File: src/hdl/u8bd_pkg.sv
// Package for the UTF-8 to byte-level token decoder.
// Word types, status codes and the inverse byte-to-unicode map.
// No dependencies.
package u8bd_pkg;

  localparam int unsigned ByteW   = 8;
  localparam int unsigned StatusW = 3;
  localparam int unsigned CpW     = 21;
  localparam int unsigned RemW    = 2;

  localparam logic [StatusW-1:0] ST_OK      = 3'd0;
  localparam logic [StatusW-1:0] ST_TRUNC   = 3'd1;
  localparam logic [StatusW-1:0] ST_BADCONT = 3'd2;
  localparam logic [StatusW-1:0] ST_BADLEAD = 3'd3;
  localparam logic [StatusW-1:0] ST_UNKNOWN = 3'd4;

  typedef struct packed {
    logic [ByteW-1:0] in_byte;
    logic             end_of_token;
  } in_word_t;

  typedef struct packed {
    logic [ByteW-1:0]   out_byte;
    logic [StatusW-1:0] status;
    logic               token_done;
  } out_word_t;

  typedef struct packed {
    logic             hit;
    logic [ByteW-1:0] raw;
  } map_res_t;

  // Result of the decode stage towards the output register
  typedef struct packed {
    logic      emit;
    out_word_t word;
  } dec_res_t;

  // Inverse byte-to-unicode map
  function automatic map_res_t map_cp(input logic [CpW-1:0] cp);
    map_res_t   r;
    logic [8:0] shifted;
    r       = '0;
    shifted = cp[8:0] - 9'd162;
    if ((cp >= 21'd33 && cp <= 21'd126) || (cp >= 21'd161 && cp <= 21'd172) ||
        (cp >= 21'd174 && cp <= 21'd255)) begin
      r.hit = 1'b1;
      r.raw = cp[7:0];
    end else if (cp >= 21'd256 && cp <= 21'd288) begin
      r.hit = 1'b1;
      r.raw = cp[7:0];
    end else if (cp >= 21'd289 && cp <= 21'd322) begin
      r.hit = 1'b1;
      r.raw = shifted[7:0];
    end else if (cp == 21'd323) begin
      r.hit = 1'b1;
      r.raw = 8'd173;
    end
    return r;
  endfunction

endpackage

File: src/hdl/utf8_to_byte_level_token_decoder.sv
// Channel   Dir  Ports                          Word
// input     in   in_valid, in_stall, in_word    in_byte, end_of_token
// result    out  out_valid, out_stall, out_word out_byte, status, token_done
//
// One byte a cycle when the result side does not stall; a byte that completes a
// result passes through the input register, then the result register.
// Sequence state is held in the decode stage and moves only when the input
// register hands its byte on, which needs a free or draining result register.
// Synchronous active-low reset clears valids and sequence state.
// Depends on u8bd_pkg, u8bd_in_reg, u8bd_decode, u8bd_out_reg.
module utf8_to_byte_level_token_decoder (
  input  logic                clk,
  input  logic                rst_n,
  input  logic                in_valid,
  output logic                in_stall,
  input  u8bd_pkg::in_word_t  in_word,
  output logic                out_valid,
  input  logic                out_stall,
  output u8bd_pkg::out_word_t out_word
);

  logic               s_valid;
  u8bd_pkg::in_word_t s_word;
  u8bd_pkg::dec_res_t res;
  logic               free;
  logic               adv;

  assign adv = s_valid && free;

  u8bd_in_reg u_in (
    .clk      (clk),
    .rst_n    (rst_n),
    .in_valid (in_valid),
    .in_stall (in_stall),
    .in_word  (in_word),
    .adv      (adv),
    .s_valid  (s_valid),
    .s_word   (s_word)
  );

  u8bd_decode u_dec (
    .clk    (clk),
    .rst_n  (rst_n),
    .adv    (adv),
    .s_word (s_word),
    .res    (res)
  );

  u8bd_out_reg u_out (
    .clk       (clk),
    .rst_n     (rst_n),
    .adv       (adv),
    .res       (res),
    .free      (free),
    .out_valid (out_valid),
    .out_stall (out_stall),
    .out_word  (out_word)
  );

endmodule

File: src/hdl/u8bd_in_reg.sv
// Input register of the token decoder with its handshake.
// Depends on u8bd_pkg.
module u8bd_in_reg (
  input  logic                clk,
  input  logic                rst_n,
  input  logic                in_valid,
  output logic                in_stall,
  input  u8bd_pkg::in_word_t  in_word,
  input  logic                adv,
  output logic                s_valid,
  output u8bd_pkg::in_word_t  s_word
);

  logic               valid_r, valid_nxt;
  u8bd_pkg::in_word_t word_r;
  logic               take;

  assign in_stall  = valid_r && !adv;
  assign take      = in_valid && !in_stall;
  assign valid_nxt = take || (valid_r && !adv);

  always_ff @(posedge clk) begin
    if (!rst_n) begin
      valid_r <= 1'b0;
    end else begin
      valid_r <= valid_nxt;
    end
  end

  always_ff @(posedge clk) begin
    if (take) begin
      word_r <= in_word;
    end
  end

  assign s_valid = valid_r;
  assign s_word  = word_r;

endmodule

File: src/hdl/u8bd_decode.sv
// UTF-8 sequence assembly, error checks and inverse byte map.
// Holds the running sequence state; depends on u8bd_pkg.
module u8bd_decode (
  input  logic                clk,
  input  logic                rst_n,
  input  logic                adv,
  input  u8bd_pkg::in_word_t  s_word,
  output u8bd_pkg::dec_res_t  res
);

  logic [u8bd_pkg::RemW-1:0] rem_r, rem_nxt;
  logic [u8bd_pkg::CpW-1:0]  acc_r, acc_nxt;
  logic                      bad_r, bad_nxt;
  logic                      drop_r, drop_nxt;

  logic [7:0]                     b;
  logic                           eot;
  logic                           err;
  logic [u8bd_pkg::StatusW-1:0]   err_code;
  logic                           complete;
  logic [u8bd_pkg::CpW-1:0]       cp;
  u8bd_pkg::map_res_t             mres;

  assign b   = s_word.in_byte;
  assign eot = s_word.end_of_token;

  always_comb begin
    rem_nxt  = rem_r;
    acc_nxt  = acc_r;
    bad_nxt  = bad_r;
    drop_nxt = drop_r;
    err      = 1'b0;
    err_code = u8bd_pkg::ST_OK;
    complete = 1'b0;
    cp       = '0;
    mres     = '0;
    res      = '0;

    if (drop_r) begin
      if (eot) begin
        drop_nxt = 1'b0;
      end
    end else begin
      if (rem_r == '0) begin
        bad_nxt = 1'b0;
        if (!b[7]) begin
          cp       = {13'd0, b};
          complete = 1'b1;
        end else if (b[7:5] == 3'b110) begin
          acc_nxt = {16'd0, b[4:0]};
          rem_nxt = 2'd1;
        end else if (b[7:4] == 4'b1110) begin
          acc_nxt = {17'd0, b[3:0]};
          rem_nxt = 2'd2;
        end else if (b[7:3] == 5'b11110) begin
          acc_nxt = {18'd0, b[2:0]};
          rem_nxt = 2'd3;
        end else begin
          err      = 1'b1;
          err_code = u8bd_pkg::ST_BADLEAD;
        end
      end else begin
        // any byte counts as a continuation; a bad one is only noted
        bad_nxt = bad_r || (b[7:6] != 2'b10);
        acc_nxt = {acc_r[u8bd_pkg::CpW-7:0], b[5:0]};
        rem_nxt = rem_r - 2'd1;
        if (rem_nxt == '0) begin
          if (bad_nxt) begin
            err      = 1'b1;
            err_code = u8bd_pkg::ST_BADCONT;
          end else begin
            cp       = acc_nxt;
            complete = 1'b1;
          end
        end
      end

      if (!err && rem_nxt != '0 && eot) begin
        err      = 1'b1;
        err_code = u8bd_pkg::ST_TRUNC;
      end

      mres = u8bd_pkg::map_cp(cp);
      if (complete) begin
        acc_nxt = '0;
        bad_nxt = 1'b0;
        if (!mres.hit) begin
          err      = 1'b1;
          err_code = u8bd_pkg::ST_UNKNOWN;
        end else begin
          res.emit            = 1'b1;
          res.word.out_byte   = mres.raw;
          res.word.status     = u8bd_pkg::ST_OK;
          res.word.token_done = eot;
        end
      end

      if (err) begin
        rem_nxt             = '0;
        acc_nxt             = '0;
        bad_nxt             = 1'b0;
        drop_nxt            = !eot;
        res.emit            = 1'b1;
        res.word.out_byte   = '0;
        res.word.status     = err_code;
        res.word.token_done = 1'b1;
      end
    end
  end

  always_ff @(posedge clk) begin
    if (!rst_n) begin
      rem_r  <= '0;
      acc_r  <= '0;
      bad_r  <= 1'b0;
      drop_r <= 1'b0;
    end else if (adv) begin
      rem_r  <= rem_nxt;
      acc_r  <= acc_nxt;
      bad_r  <= bad_nxt;
      drop_r <= drop_nxt;
    end
  end

endmodule

File: src/hdl/u8bd_out_reg.sv
// Result register of the token decoder.
// Depends on u8bd_pkg.
module u8bd_out_reg (
  input  logic                clk,
  input  logic                rst_n,
  input  logic                adv,
  input  u8bd_pkg::dec_res_t  res,
  output logic                free,
  output logic                out_valid,
  input  logic                out_stall,
  output u8bd_pkg::out_word_t out_word
);

  logic                valid_r, valid_nxt;
  u8bd_pkg::out_word_t word_r;
  logic                load;

  assign free      = !valid_r || !out_stall;
  assign load      = adv && res.emit;
  assign valid_nxt = load || (valid_r && out_stall);

  always_ff @(posedge clk) begin
    if (!rst_n) begin
      valid_r <= 1'b0;
    end else begin
      valid_r <= valid_nxt;
    end
  end

  always_ff @(posedge clk) begin
    if (load) begin
      word_r <= res.word;
    end
  end

  assign out_valid = valid_r;
  assign out_word  = word_r;

endmodule
File: config.mk
export PLATFORM = sky130hd
export DESIGN_NAME = utf8_to_byte_level_token_decoder
export DESIGN_NICKNAME = d
export VERILOG_FILES = /design/src/hdl/u8bd_pkg.sv /design/src/hdl/utf8_to_byte_level_token_decoder.sv /design/src/hdl/u8bd_in_reg.sv /design/src/hdl/u8bd_decode.sv /design/src/hdl/u8bd_out_reg.sv
export SDC_FILE = /design/constraint.sdc
export NUM_CORES = 1
export LEC_CHECK = 0
export ABC_AREA = 1
export BUFFER_PORTS_ARGS = -buffer_cell sky130_fd_sc_hd__buf_4
export CAP_MARGIN = 30
export CORE_ASPECT_RATIO = 0.8
export CORE_UTILIZATION = 60
export DETAILED_ROUTE_END_ITERATION = 7
export HOLD_SLACK_MARGIN = 0.06
export PLACE_DENSITY = 0.83
export SLEW_MARGIN = 10
export SYNTH_ARGS = -nofsm -noshare
export SYNTH_HDL_FRONTEND = slang
export SYNTH_HIERARCHICAL = 1
export SYNTH_SLANG_ARGS = --single-unit
File: constraint.sdc
create_clock -name clk -period 6.5 [get_ports clk]
set_input_delay 0.975 -clock clk [delete_from_list [all_inputs] [get_ports clk]]
set_output_delay 0.975 -clock clk [all_outputs]
set_load 0.05 [all_outputs]
==> impl_metrics.py <==
metrics = {
    "floorplanning": {
        "die_height_um": 63.1,
        "core_area_um2": 4340,
        "io-pin-count": 27,
        "rows": 21,
        "start_util_pct": 64.7,
        "dieArea_um2": 4950,
        "die_x_um": 78.4,
    },
    "place": {
        "io_buffers": 26,
        "gp_congestion": 1.01,
        "dp_cells": 473,
        "dpl.hpwl_mm": 5.55,
        "dpl_worst_slack_ps": 3350,
        "place_area_um2": 3020,
    },
    "logic_synthesis": {
        "synth_area_per_cell_um2": 7.03,
        "ys_ff_latch": 42,
        "yosysUniqueCellTypes": 32,
        "yosysWarnings": 6,
        "netlist_area_um2": 2800,
        "synth_nets": 417,
        "syn_inst": 399,
        "synth-seq-area-share_pct": 37.5,
    },
    "global_routing": {
        "grt_overflow": 0,
        "track_usage_pct": 31.5,
        "grt_max_degree": 23,
        "first_global_vias": 2628,
        "grt_pass1_wl_mm": 12.1,
        "antenna_found_initial": 0,
    },
    "critical_path": {
        "cp_num_cells": 17,
        "path_cells": "inv_1, nand2_1, nand2_2, nand2_1, inv_1, ha_1, nand2_1, nor2_1, nand2_1, o21ai_1, nand2_1, nand2_1, nand2_2, nor2_8, nand2_2, nand3_2, nor2_1",
        "critPathMaxStageDelay_ps": 610,
        "reg2reg_slack_ps": 3260,
        "startpoint": "u_in/s_word[8]",
        "crit_end": "u_out/out_word[11]",
        "r2r-end": "u_out/out_word[11]",
        "critPathSlowestCell": "edfxtp_1",
        "worstPathRequired_ps": 6560,
        "critPathArrivalTime_ps": 3300,
        "startpoint_type": "register",
        "crit_buf_inv": 2,
        "crit_path_end_kind": "register",
        "r2r-start": "u_in/s_word[8]",
        "worst-r2r-cell-count": 17,
        "path_common_cell": "nand2_1",
        "critPathMaxFanout": 13,
        "crit_family": "simple AND/OR/NAND/NOR gates",
        "crit_type": "register to register",
    },
    "clock_network": {
        "cts_hold_buf": 0,
        "htree_num_levels": 2,
        "tritoncts": "done",
        "tritoncts.num_buffers": 5,
        "cts_resized": 0,
        "insertion_delay_ps": 300,
        "postCtsSetupRepairBufs": 0,
        "clkSlewWorstSetupHoldPaths_ps": 90,
        "cts_buffer_depth": 2,
        "cts_root_buffer": "clkbuf_8",
        "cts.sinks": 42,
    },
    "final_layout": {
        "finalInstanceArea_um2": 3120,
        "layout.nets": 441,
        "drive_gt1_share_pct": 17.5,
        "stdcell_count": 481,
        "area_delta_synth_final_pct": 11.2,
        "n_antenna_cell": 0,
    },
    "worst_hold_path": {
        "hp-class": "register to register",
        "hp-start": "u_dec/acc_r[12]",
    },
    "pwr": {
        "power.density_nw_per_um2": 197,
        "vdd_drop_max_v": 0.000161,
        "power.switching_mw": 0.205,
        "seq_power_share_pct": 50.4,
        "pwr-share-clk_pct": 28.1,
        "intPower_mw": 0.410,
        "p_total_mw": 0.614,
        "leakage_nw": 1.38,
        "swShare_pct": 33.3,
        "comb_power_share_pct": 21.5,
    },
    "timing": {
        "setup_tns_ps": 0,
        "drv_slew": 0,
        "fmax_ghz": 0.308,
        "setup_ws_ps": 3260,
        "finalCritPeriodShare_pct": 49.9,
        "fin_skew_ps": 9.04,
        "slew-limit-headroom_pct": 46.1,
        "finalHoldViolCount": 0,
        "setup_viol": 0,
        "rsz0062_at_grt": "false",
        "worstMarginPinSlew_ps": 806,
        "min_period_ps": 3240,
    },
    "routing": {
        "avgViaCountPerCell": 5.94,
        "drc": 0,
        "drtIter0Drc": 389,
        "wl_met2_mm": 3.14,
        "top_layer": "met4",
        "wl_met1_mm": 3.14,
        "met3WireLength_um": 808,
        "wl_per_cell_um": 15.1,
        "num_vias": 2857,
        "firstDrtPassIters": 5,
        "final_antenna_net_count": 0,
        "wl_mm": 7.25,
    },
    "flow_run": {
        "drv_cap": 0,
    },
    "status": {
        "outcome": "finished clean",
    },
}
[power groups by stage]
stage	sequential (mW)	clock, mW	combinational [mW]
final	0.310	0.173	0.132
after global routing	0.311	0.186	0.143
after CTS	0.309	0.174	0.130
after detailed placement	0.315	0	0.129
after global placement	0.315	0	0.127
after floorplan	0.328	0	0.0782
[worst min-delay path, cell delays in order, from the launching register on]
cell	delay [ps]
dfxtp_1	310
nand2_1	60
a21oi_1	50
[synthesized netlist by cell type (all sizes together)]
cell type / n / area share (%)
nand4: 8 / 1.8
buf: 3 / 0.98
nand3: 51 / 10
xor2: 2 / 0.62
edfxtp: 21 / 22
ha: 5 / 2.2
a211oi: 3 / 0.80
nor2: 51 / 8.5
or2: 1 / 0.22
clkbuf: 7 / 0.94
nand2: 106 / 15
inv: 48 / 6.4
o21ai: 27 / 5.1
a21oi: 32 / 6.5
dfxtp: 21 / 15
o31ai: 1 / 0.45
nor3: 9 / 1.6
nor4: 2 / 0.45
a31oi: 1 / 0.22
[layer usage]
layer | GRT usage, % | vias to the layer above
met5 | 0 | -
met4 | 11.1 | 0
met3 | 8.26 | 25
met2 | 48.8 | 188
met1 | 42.5 | 1266
li1 | - | 1378
[cells by family (layout without fill, tap and decap cells)]
group / count (synthesis) / after routing / share of synthesized area [%]
flops: 42 / 42 / 37.5
compound gates: 64 / 64 / 13.1
fa+ha+maj: 5 / 5 / 2.23
buf+inv: 58 / 83 / 8.34
simple gates: 228 / 228 / 38.2
xor+xnor: 2 / 2 / 0.625
[layout by cell type (no fill, tap or decap)]
cell,instances
a211oi_1,3
a21oi_1,28
a21oi_2,3
a21oi_4,1
a31oi_1,1
buf_4,27
clkbuf_8,5
clkinvlp_4,2
dfxtp_1,21
edfxtp_1,21
ha_1,5
inv_1,39
inv_2,9
inv_6,1
nand2_1,96
nand2_2,8
nand2_4,2
nand3_1,46
nand3_2,4
nand3_4,1
nand4_1,8
nor2_1,44
nor2_2,3
nor2_4,3
nor2_8,1
nor3_1,9
nor4_1,2
o21ai_0,15
o21ai_1,10
o21ai_2,2
o31ai_2,1
or2_2,1
xor2_1,2
[layout make-up]
| type | instances | area, um^2 |
|---|---|---|
| multi-input combinational | 299 | 1520 |
| fill | 360 | 1220 |
| sequential | 42 | 1050 |
| timing repair buffer | 27 | 203 |
| inverter | 48 | 180 |
| tap | 57 | 71.3 |
| clock buffer | 5 | 68.8 |
| clock inverter | 3 | 23.8 |
[stage by stage]
step | util (%) | hold WS, ps
after floorplan | - | 445
after global placement | 69.8 | 453
after detailed placement | 69.8 | 457
after CTS | 71.9 | 469
after global routing | 71.9 | 512
final | 71.9 | 467
[state kept, by name (all words and copies together), names as in the netlist]
name and count:
u_in/s_word 9, u_dec/acc_r 15, u_out/out_word 12, u_dec/drop_r 1, u_out/out_valid 1, u_dec/bad_r 1, u_in/s_valid 1, u_dec/rem_r 2
[worst min-delay path by stage]
stage | cells after the start | endpoint | slack [ps]
2_1_floorplan | 2 | u_dec/acc_r[12] | 450
3_3_place_gp | 2 | u_dec/acc_r[12] | 450
3_5_place_dp | 2 | u_dec/acc_r[12] | 460
4_1_cts | 2 | u_dec/acc_r[12] | 470
5_1_grt | 2 | u_dec/acc_r[12] | 510
6_report | 2 | u_dec/acc_r[12] | 470
(Power assumes the default switching activity.)
